--- config.mk ---
export PLATFORM = sky130hd
export DESIGN_NAME = modbus_rtu_level_responder
export DESIGN_NICKNAME = d
export VERILOG_FILES = /design/src/rtl/core/mrtu_pkg.sv /design/src/rtl/core/mrtu_frame_check.sv /design/src/rtl/core/mrtu_reply_tx.sv /design/src/rtl/core/modbus_rtu_level_responder.sv
export VERILOG_INCLUDE_DIRS = /design/src /design/src/rtl/core
export SDC_FILE = /design/constraint.sdc
export NUM_CORES = 1
export LEC_CHECK = 0
export BUFFER_PORTS_ARGS = -buffer_cell sky130_fd_sc_hd__buf_2
export CAP_MARGIN = 20
export CORE_MARGIN = 2
export CORE_UTILIZATION = 40
export DETAILED_ROUTE_END_ITERATION = 10
export GPL_ROUTABILITY_DRIVEN = 0
export PLACE_DENSITY_LB_ADDON = 0.2
export SETUP_SLACK_MARGIN = 0.4
export SLEW_MARGIN = 10
export SYNTH_ARGS = -nofsm -noshare
export SYNTH_HDL_FRONTEND = slang
export SYNTH_SLANG_ARGS = --single-unit
--- constraint.sdc ---
create_clock -name clk -period 5 [get_ports clk]
set_clock_uncertainty 0.05 [all_clocks]
set_input_delay 0.25 -clock clk [delete_from_list [all_inputs] [get_ports clk]]
set_output_delay 0.25 -clock clk [all_outputs]
set_load 0.05 [all_outputs]
--- src/rtl/core/modbus_rtu_level_responder_defines.svh ---
// ----------------------------------------------------------------------------
// Modbus RTU level responder - assertion macros
// Shared concurrent assertion forms for the responder RTL.
// ----------------------------------------------------------------------------
`ifndef MODBUS_RTU_LEVEL_RESPONDER_DEFINES_SVH
`define MODBUS_RTU_LEVEL_RESPONDER_DEFINES_SVH

// same-cycle implication, checked out of reset
`define MRTU_ASSERT_IMPLY(label, clk, rst_n, cond, expr) \
    label: assert property (@(posedge clk) disable iff (!rst_n) (cond) |-> (expr)) \
        else $error("mrtu: same-cycle check failed");

// next-cycle implication, checked out of reset
`define MRTU_ASSERT_NEXT(label, clk, rst_n, cond, expr) \
    label: assert property (@(posedge clk) disable iff (!rst_n) (cond) |=> (expr)) \
        else $error("mrtu: next-cycle check failed");

`endif

--- src/rtl/core/mrtu_pkg.sv ---
// ----------------------------------------------------------------------------
// Modbus RTU level responder package
// Constants, CRC-16/MODBUS byte step and the reply load struct.
// ----------------------------------------------------------------------------
package mrtu_pkg;

    localparam int unsigned MAX_FRAME_DEFAULT = 255;

    localparam logic [15:0] CRC_INIT         = 16'hFFFF;
    localparam logic [15:0] CRC_POLY         = 16'hA001;
    localparam logic [7:0]  FUNC_READ        = 8'h03;
    localparam logic [7:0]  BYTE_COUNT_FIELD = 8'h02;
    localparam logic [7:0]  SLAVE_ADDR_RESET = 8'h01;
    localparam logic [8:0]  COUNT_SAT        = 9'd511;

    // reply byte positions
    localparam logic [2:0] POS_ADDR   = 3'd0;
    localparam logic [2:0] POS_FUNC   = 3'd1;
    localparam logic [2:0] POS_COUNT  = 3'd2;
    localparam logic [2:0] POS_VAL_HI = 3'd3;
    localparam logic [2:0] POS_VAL_LO = 3'd4;
    localparam logic [2:0] POS_CRC_LO = 3'd5;
    localparam logic [2:0] POS_CRC_HI = 3'd6;

    typedef struct packed {
        logic        valid;
        logic [7:0]  addr;
        logic [15:0] value;
    } reply_load_t;

    function automatic logic [15:0] crc_byte(input logic [15:0] crc_in, input logic [7:0] b);
        logic [15:0] c;
        c = crc_in ^ {8'h00, b};
        for (int k = 0; k < 8; k++)
        begin
            if (c[0])
                c = (c >> 1) ^ CRC_POLY;
            else
                c = c >> 1;
        end
        return c;
    endfunction

endpackage

--- src/rtl/core/mrtu_frame_check.sv ---
// ----------------------------------------------------------------------------
// Modbus RTU frame checker
// Input register, running CRC, frame capture and end-of-frame validation.
// ----------------------------------------------------------------------------
module mrtu_frame_check #(
    parameter int unsigned MAX_FRAME = mrtu_pkg::MAX_FRAME_DEFAULT
) (
    input  logic                  clk,
    input  logic                  rst_n,
    input  logic                  in_valid,
    output logic                  in_ready,
    input  logic                  in_cmd,
    input  logic [7:0]            in_byte,
    input  logic                  in_end,
    input  logic [15:0]           in_level,
    input  logic [7:0]            slave_address,
    input  logic                  load_ok,
    output mrtu_pkg::reply_load_t load
);

    localparam logic [8:0] MaxFrame = 9'(MAX_FRAME);

    logic        in_valid_reg;
    logic        cmd_reg;
    logic [7:0]  byte_reg;
    logic        end_reg;
    logic [15:0] level_in_reg;

    logic [15:0] level_reg;
    logic [15:0] crc_reg,   crc_next;
    logic [8:0]  count_reg, count_next;
    logic [7:0]  tail0_reg, tail0_next;
    logic [7:0]  tail1_reg, tail1_next;
    logic [7:0]  addr_reg,  addr_next;
    logic [7:0]  func_reg,  func_next;
    logic [7:0]  pay0_reg,  pay0_next;
    logic [7:0]  pay1_reg,  pay1_next;

    logic        advance;
    logic        frame_byte;
    logic [15:0] crc_step;
    logic [7:0]  pay1_fin;
    logic        good;
    logic [15:0] value;

    assign frame_byte = in_valid_reg && !cmd_reg;
    // a frame end may start a reply, so hold it until the reply buffer can take one
    assign advance  = in_valid_reg && (cmd_reg || !end_reg || load_ok);
    assign in_ready = !in_valid_reg || advance;

    always_comb
    begin
        crc_step = (count_reg >= 9'd2) ? mrtu_pkg::crc_byte(crc_reg, tail0_reg) : crc_reg;
        pay1_fin = (count_reg == 9'd4) ? byte_reg : pay1_reg;
        good = end_reg && (count_reg >= 9'd3) && (count_reg < MaxFrame)
            && (tail1_reg == crc_step[7:0]) && (byte_reg == crc_step[15:8])
            && (addr_reg == slave_address) && (func_reg == mrtu_pkg::FUNC_READ);
        // odd length means the last index is even
        if (count_reg[0])
            value = level_reg;
        else
            value = {pay0_reg, pay1_fin} + level_reg;

        crc_next   = crc_step;
        count_next = (count_reg < mrtu_pkg::COUNT_SAT) ? count_reg + 9'd1 : count_reg;
        tail0_next = tail1_reg;
        tail1_next = byte_reg;
        addr_next  = (count_reg == 9'd0) ? byte_reg : addr_reg;
        func_next  = (count_reg == 9'd1) ? byte_reg : func_reg;
        pay0_next  = (count_reg == 9'd3) ? byte_reg : pay0_reg;
        pay1_next  = pay1_fin;
        if (end_reg)
        begin
            crc_next   = mrtu_pkg::CRC_INIT;
            count_next = '0;
            tail0_next = '0;
            tail1_next = '0;
            addr_next  = '0;
            func_next  = '0;
            pay0_next  = '0;
            pay1_next  = '0;
        end
    end

    assign load.valid = advance && frame_byte && good;
    assign load.addr  = slave_address;
    assign load.value = value;

    always_ff @(posedge clk or negedge rst_n)
    begin
        if (!rst_n)
        begin
            in_valid_reg <= 1'b0;
            level_reg    <= '0;
            crc_reg      <= mrtu_pkg::CRC_INIT;
            count_reg    <= '0;
            tail0_reg    <= '0;
            tail1_reg    <= '0;
            addr_reg     <= '0;
            func_reg     <= '0;
            pay0_reg     <= '0;
            pay1_reg     <= '0;
        end
        else
        begin
            if (in_ready)
                in_valid_reg <= in_valid;
            if (advance && cmd_reg)
                level_reg <= level_in_reg;
            if (advance && frame_byte)
            begin
                crc_reg   <= crc_next;
                count_reg <= count_next;
                tail0_reg <= tail0_next;
                tail1_reg <= tail1_next;
                addr_reg  <= addr_next;
                func_reg  <= func_next;
                pay0_reg  <= pay0_next;
                pay1_reg  <= pay1_next;
            end
        end
    end

    always_ff @(posedge clk)
    begin
        if (in_valid && in_ready)
        begin
            cmd_reg      <= in_cmd;
            byte_reg     <= in_byte;
            end_reg      <= in_end;
            level_in_reg <= in_level;
        end
    end

endmodule

--- src/rtl/core/mrtu_reply_tx.sv ---
// ----------------------------------------------------------------------------
// Modbus RTU reply sender
// Holds one reply and sends its seven bytes, building the reply CRC on the way.
// ----------------------------------------------------------------------------
module mrtu_reply_tx (
    input  logic                  clk,
    input  logic                  rst_n,
    input  mrtu_pkg::reply_load_t load,
    output logic                  load_ok,
    output logic                  out_valid,
    input  logic                  out_ready,
    output logic [7:0]            out_byte,
    output logic                  out_last
);

    logic        busy_reg;
    logic [2:0]  pos_reg;
    logic [7:0]  addr_reg;
    logic [15:0] value_reg;
    logic [15:0] crc_reg;
    logic        take;

    assign out_valid = busy_reg;
    assign out_last  = (pos_reg == mrtu_pkg::POS_CRC_HI);
    assign take      = busy_reg && out_ready;
    assign load_ok   = !busy_reg || (take && out_last);

    always_comb
    begin
        case (pos_reg)
            mrtu_pkg::POS_ADDR:   out_byte = addr_reg;
            mrtu_pkg::POS_FUNC:   out_byte = mrtu_pkg::FUNC_READ;
            mrtu_pkg::POS_COUNT:  out_byte = mrtu_pkg::BYTE_COUNT_FIELD;
            mrtu_pkg::POS_VAL_HI: out_byte = value_reg[15:8];
            mrtu_pkg::POS_VAL_LO: out_byte = value_reg[7:0];
            mrtu_pkg::POS_CRC_LO: out_byte = crc_reg[7:0];
            mrtu_pkg::POS_CRC_HI: out_byte = crc_reg[15:8];
            default:              out_byte = '0;
        endcase
    end

    always_ff @(posedge clk or negedge rst_n)
    begin
        if (!rst_n)
        begin
            busy_reg <= 1'b0;
            pos_reg  <= mrtu_pkg::POS_ADDR;
        end
        else if (load.valid)
        begin
            busy_reg <= 1'b1;
            pos_reg  <= mrtu_pkg::POS_ADDR;
        end
        else if (take)
        begin
            if (out_last)
                busy_reg <= 1'b0;
            else
                pos_reg <= pos_reg + 3'd1;
        end
    end

    always_ff @(posedge clk)
    begin
        if (load.valid)
        begin
            addr_reg  <= load.addr;
            value_reg <= load.value;
            crc_reg   <= mrtu_pkg::CRC_INIT;
        end
        else if (take && (pos_reg < mrtu_pkg::POS_CRC_LO))
        begin
            // fold each header and value byte into the reply CRC as it leaves
            crc_reg <= mrtu_pkg::crc_byte(crc_reg, out_byte);
        end
    end

endmodule

--- src/rtl/core/modbus_rtu_level_responder.sv ---
// ----------------------------------------------------------------------------
// Modbus RTU level responder
// Checks read frames and answers with the stored water level, plus payload if odd.
// ----------------------------------------------------------------------------
//  channel   direction  tdata                          tuser  tlast
//  s_axis    in         [7:0] rx_byte, [23:8] level    cmd    frame_end
//  m_axis    out        [7:0] tx_byte                  -      tx_last
//  cfg       in         cfg_wr_data = slave_address (write on cfg_wr_en)
//
//  One input transaction per cycle while no frame end waits; the frame state is
//  updated from the input register, by a single unrolled CRC byte step.
//  A good frame end loads a seven-byte reply, sent one byte per cycle unless stalled.
//  Any frame end, good or not, waits in the input register until the previous
//  reply is gone or its last byte leaves in that cycle; transactions behind it wait too.
//  Reset clears all control and frame state; no clearing pass is needed.
// ----------------------------------------------------------------------------
`include "modbus_rtu_level_responder_defines.svh"

module modbus_rtu_level_responder #(
    parameter int unsigned MAX_FRAME = mrtu_pkg::MAX_FRAME_DEFAULT
) (
    input  logic        clk,
    input  logic        rst_n,
    input  logic        s_axis_tvalid,
    output logic        s_axis_tready,
    input  logic [23:0] s_axis_tdata,   // [7:0] rx_byte, [23:8] level
    input  logic        s_axis_tuser,   // [0] cmd
    input  logic        s_axis_tlast,
    output logic        m_axis_tvalid,
    input  logic        m_axis_tready,
    output logic [7:0]  m_axis_tdata,   // [7:0] tx_byte
    output logic        m_axis_tlast,
    input  logic        cfg_wr_en,
    input  logic [7:0]  cfg_wr_data
);

    logic [7:0]            slave_addr_reg;
    logic                  load_ok;
    mrtu_pkg::reply_load_t load;

    always_ff @(posedge clk or negedge rst_n)
    begin
        if (!rst_n)
            slave_addr_reg <= mrtu_pkg::SLAVE_ADDR_RESET;
        else if (cfg_wr_en)
            slave_addr_reg <= cfg_wr_data;
    end

    mrtu_frame_check #(
        .MAX_FRAME (MAX_FRAME)
    ) u_check (
        .clk           (clk),
        .rst_n         (rst_n),
        .in_valid      (s_axis_tvalid),
        .in_ready      (s_axis_tready),
        .in_cmd        (s_axis_tuser),
        .in_byte       (s_axis_tdata[7:0]),
        .in_end        (s_axis_tlast),
        .in_level      (s_axis_tdata[23:8]),
        .slave_address (slave_addr_reg),
        .load_ok       (load_ok),
        .load          (load)
    );

    mrtu_reply_tx u_tx (
        .clk       (clk),
        .rst_n     (rst_n),
        .load      (load),
        .load_ok   (load_ok),
        .out_valid (m_axis_tvalid),
        .out_ready (m_axis_tready),
        .out_byte  (m_axis_tdata),
        .out_last  (m_axis_tlast)
    );

    `MRTU_ASSERT_IMPLY(a_load_into_free, clk, rst_n, load.valid, load_ok)
    `MRTU_ASSERT_NEXT(a_reply_starts, clk, rst_n, load.valid, m_axis_tvalid && !m_axis_tlast)
    `MRTU_ASSERT_IMPLY(a_idle_accepts, clk, rst_n, !m_axis_tvalid, load_ok)

endmodule

# Word level (Yosys, flattened, before mapping)
# Index checks and enable logic that the tools add are counted.
[totals]
ff_bits = 168
word_cells = 149
input_bits = 39
out_inout_bits = 11
[classes]
n_bitwise = 18
reduce_logical = 37
magnitude_cmp = 5
addsub = 3
eq_ne = 14
muxes = 52
[ops]
columns = ["operator", "count"]
rows = [
  ["$mux W16", 33],
  ["$mux W8", 10],
  ["$pmux W8 S7", 1],
  ["$not A2 Y3", 16],
  ["$xor A16 B8 Y16", 2],
  ["$eq A8 B8 Y1", 3],
  ["$ge A9 B2 Y1 const B", 2],
  ["$mux W9", 2],
  ["$add A16 B16 Y16", 1],
  ["$logic_and A1 B1 Y1", 15],
  ["$reduce_and A2 Y1", 6],
  ["$reduce_bool A2 Y1", 6],
  ["$add A9 B1 Y9 const B", 1],
  ["$eq A3 B3 Y1 const B", 3],
  ["$eq A9 B1 Y1 const B", 1],
  ["$eq A9 B2 Y1 const B", 1],
  ["$eq A9 B3 Y1 const B", 1],
  ["$logic_not A9 Y1", 1],
  ["$lt A9 B8 Y1 const B", 1],
  ["$lt A9 B9 Y1 const B", 1],
  ["$mux W3", 3],
  ["$eq A8 B2 Y1 const B", 1],
  ["$eq A3 B2 Y1 const B", 2],
  ["$logic_not A1 Y1", 4],
  ["7 further kinds", 12],
]

# Depth between registers and ports, before layout
[logic_depth]
ltp_word = 51
mapped_depth = 16
mapped_depth_nobuf = 15

# By module
# A second synthesis with hierarchy kept.
[unflattened]
cells_unflattened = 799
area_unflattened_um2 = 8747.1
[by_module_without_submodules]
columns = ["mod", "cells_each", "seq_area_each_um2", "area_per_inst_um2", "instances"]
rows = [
  ["mrtu_frame_check", 598, 3052.9, 6337.3, 1],
  ["mrtu_reply_tx", 184, 1141.1, 2077.0, 1],
  ["modbus_rtu_level_responder", 17, 201.4, 332.8, 1],
]

# Least setup slack after synthesis
# Ideal clock, no wire load.
[synth_timing]
kind = "register -> register"
startpoint = "register u_check.count_reg[0]"
endpoint = "register u_tx.value_reg[13] (data pin)"
required_time_ns = 4.683
path_buffers = 1
stages_incl_launch_ff = 16
period_less_slack_ns = 3.768
setup_ns = 0.267
path_slack_ns = 1.232
arrival_ns = 3.451
path_cell_list = "dfrtp_1 clkbuf_1 inv_1 ha_1 nand4_1 mux2_2 ha_1 a21o_1 a21oi_1 o21bai_1 a2111oi_0 o31ai_1 a21o_1 a21oi_1 xor2_1 o21ai_0"
[synth_lines]
columns = ["element", "line", "rtl"]
rows = [
  ["from (decl)", "mrtu_frame_check.sv:31", "logic [8:0] count_reg, count_next;"],
  ["from (signal assigned)", "mrtu_frame_check.sv:113", "count_reg <= count_next;"],
  ["to (signal assigned)", "mrtu_reply_tx.sv:68", "value_reg <= load.value;"],
  ["to (decl)", "mrtu_reply_tx.sv:19", "logic [15:0] value_reg;"],
]

==> out/summary.txt <==
Adder-cell area share of the yosys netlist -> 3.80%
Final nets -> 890
Reg2reg start -> u_check.count_reg[5]
Syn avg cell area -> 11.3 um2
TritonRoute pass-1 iters -> 5
Yosys warns -> 0
Clk_lat worst skew -> 0.43 ns
Yosys reg bits -> 168
R2R Path End -> u_tx.value_reg[13]
Kind of critical path -> flip-flop to flip-flop
Clock Tree Buf Depth -> 2
CTS buffer count -> 17
Post-layout min period -> 4.10 ns
DR vias/cell -> 5.39
Post-Syn Area -> 8420 um2
Crit path DAT -> 4.21 ns
Mux contribution to synthesized area -> 6.51%
I/O Pins -> 50
Netlist cell types -> 61
DR DRC count -> 0
CTS tree -> built
Worst ir drop on vdd -> 0.283 mV
Synth Flop Type -> dfrtp_1
Max Fclk -> 244 MHz
Initial antenna violation count -> 0
Placed cell area -> 8910 um2
Final ANT Viol Nets -> 0
Port Buf Inserts -> 49
Critical path origin -> u_check.count_reg[5]
Core ar. -> 20800 um2
Dominant cell type by area after synthesis -> dfrtp_1
Final global-route overflow total -> 0
Worst-path clk slew -> 0.07 ns
H-tree Lvls -> 4
Power Total -> 4.60 mW
Leak -> 4.16 nW
Status -> completed
Final Max Slew Viols -> 0
Max Cap Viol -> 0
CP startpoint kind -> flip-flop
Crit. End Element -> flip-flop
Post-synthesis compound-gate area fraction -> 14.4%
Part of the cycle the worst path needs -> 81.9%
First-pass GRT wire length -> 32.1 mm
Layout fillers -> 1937
Share of layout cells above drive strength 1 -> 18.4%
Gate Count Post-Synth -> 748
Number of cell rows -> 53
CP Data Required Time -> 5.12 ns
Met1 usage in global routing -> 25.8%
Hold slack -> 0.0171 ns
GRT busiest layer -> met2
RSZ-0062 raised after global routing -> no
Antenna fix cells -> 0
PnR worst setup slack -> 0.903 ns
Most common cell after layout, fill and taps aside -> nand2_1
P per Cell Area -> 468 nW/um2
Largest net degree at the start of global routing -> 53
Post-Synth XOR/XNOR Area -> 9.24%
Async S/R FF share, synth -> 60.7%
Vias in the first global route -> 6118
FF-to-FF setup slack -> 0.90 ns
Area contributors post-synth -> dfrtp_1 (25%), edfxtp_1 (18%), dfstp_2 (5.3%)
Detail Placement HPWL -> 13.8 mm
Die Y -> 149 um
Slew HR -> 30.5%
Final instance area -> 9850 um2
Iter 0 DRT Violations -> 335
Full die area -> 22200 um2
Final Setup Violations -> 0
Vias -> 6000
Grt met2 use -> 29.8%
Sum Neg Setup Slack -> 0 ns
Clock sink count -> 168
Mapped Nets -> 812
Most frequent cells in the layout -> nand2_1 (94), dfrtp_1 (85), o21ai_0 (54)
Starting Density -> 40.4%
Total wire length -> 19.5 mm
FF-to-FF path depth -> 14
Simple-Gate Fraction of Synth Area -> 11.4%
Routing usage on met3 -> 3.88%
Total GRT Usage -> 18.6%
Clock Tree Root -> clkbuf_16
Register area share after synthesis -> 52.2%
Die width -> 149 um
Crit path capture -> u_tx.value_reg[13]
Pre-CTS worst setup slack -> 0.577 ns
Worst-margin pin slew -> 1.04 ns
Worst min path class -> primary input to flip-flop
Largest family of logic cells by synthesized area -> compound AO/OA/AOI/OAI gates
Top cell type's share of synthesized area -> 25.3%
Crit-path max FO -> 8
Final hold vios -> 0
EDFF count, synth -> 50
P&R area growth vs syn -> 17.0%
Routed WL per cell -> 17.5 um
[stage by stage]
stage	util [%]	std cells
floorplan	-	748
global placement	42.8	1045
detailed placement	42.8	1045
CTS	47.1	1109
global route	47.3	1114
finish	47.3	1114
[where the power goes]
group	total (mW)	switching, mW	internal (mW)
logic	1.49	0.761	0.733
clock network	1.27	0.537	0.733
registers	1.84	0.171	1.67
[per-layer routing]
layer  up-vias  wire length (um)  part of all wire, %
met2       141              9310                   48
met4         0               336                  1.7
met5         -                 0                    0
met3        28               911                  4.7
met1      2970              8970                   46
li1       2861                 -                    -
[Yosys cell counts (4+ instances only)]
cell type,count
a211oi_1,5
a21o_1,7
a21oi_1,39
a222oi_1,6
a22o_1,8
and2_1,8
and3_1,4
clkbuf_1,26
dfrtp_1,85
dfstp_2,17
dfxtp_1,16
edfxtp_1,50
ha_1,24
inv_1,10
mux2_2,36
mux2i_1,12
nand2_1,94
nand2b_1,10
nand3_1,10
nand3b_1,14
nand4_1,7
nor2_1,29
o211ai_1,13
o21ai_0,54
o21bai_1,8
o22a_1,21
or3_1,4
xnor2_1,45
xnor3_1,4
xor2_1,29
[cells by family after synthesis]
logic type	count (synthesis)
buf+inv	47
mux	49
xor+xnor	80
compound gates	181
simple gates	198
flops	168
fa+ha+maj	25
[what timing repair did]
action | 4_1_cts | 5_1_grt
hold endpoints to repair | 70 | 0
hold buffers | 32 | 0
endpoints found under the setup margin | 0 | 3
gates resized for setup | 0 | 1
buffers inserted | 0 | 4
[critical path, cell delays in order (launching register included)]
cell and delay [ns]:
dfrtp_1 0.44, nor4_2 0.38, nand4_1 0.12, buf_4 0.19, mux2_2 0.32, ha_1 0.28
a21o_1 0.16, a21oi_1 0.23, o21bai_1 0.12, a2111oi_1 0.63, o31ai_1 0.25, a21o_1 0.22
a21oi_1 0.18, xor2_1 0.16, o21ai_0 0.08
[worst min path at each step]
stage                         from                    to  slack [ns]  cells past startpoint
detailed placement           rst_n  u_check.tail0_reg[5]        0.27                      1
CTS                 cfg_wr_data[0]     slave_addr_reg[0]       0.002                      2
finish              cfg_wr_data[0]     slave_addr_reg[0]        0.02                      2
global route        cfg_wr_data[0]     slave_addr_reg[0]       0.005                      2
floorplan                    rst_n     slave_addr_reg[1]        -0.1                      0
global placement             rst_n  u_check.tail0_reg[5]        0.26                      1
[cell type report]
type | count | area (um2) | share of cell area (%)
Clock buffer | 27 | 534 | 5.43
Clock inverter | 5 | 33.8 | 0.343
Inverter | 11 | 41.3 | 0.419
Multi-Input combinational cell | 533 | 3820 | 38.8
Sequential cell | 168 | 4400 | 44.6
Tap cell | 275 | 344 | 3.49
Timing Repair Buffer | 95 | 681 | 6.91
(Power assumes the default switching activity.)
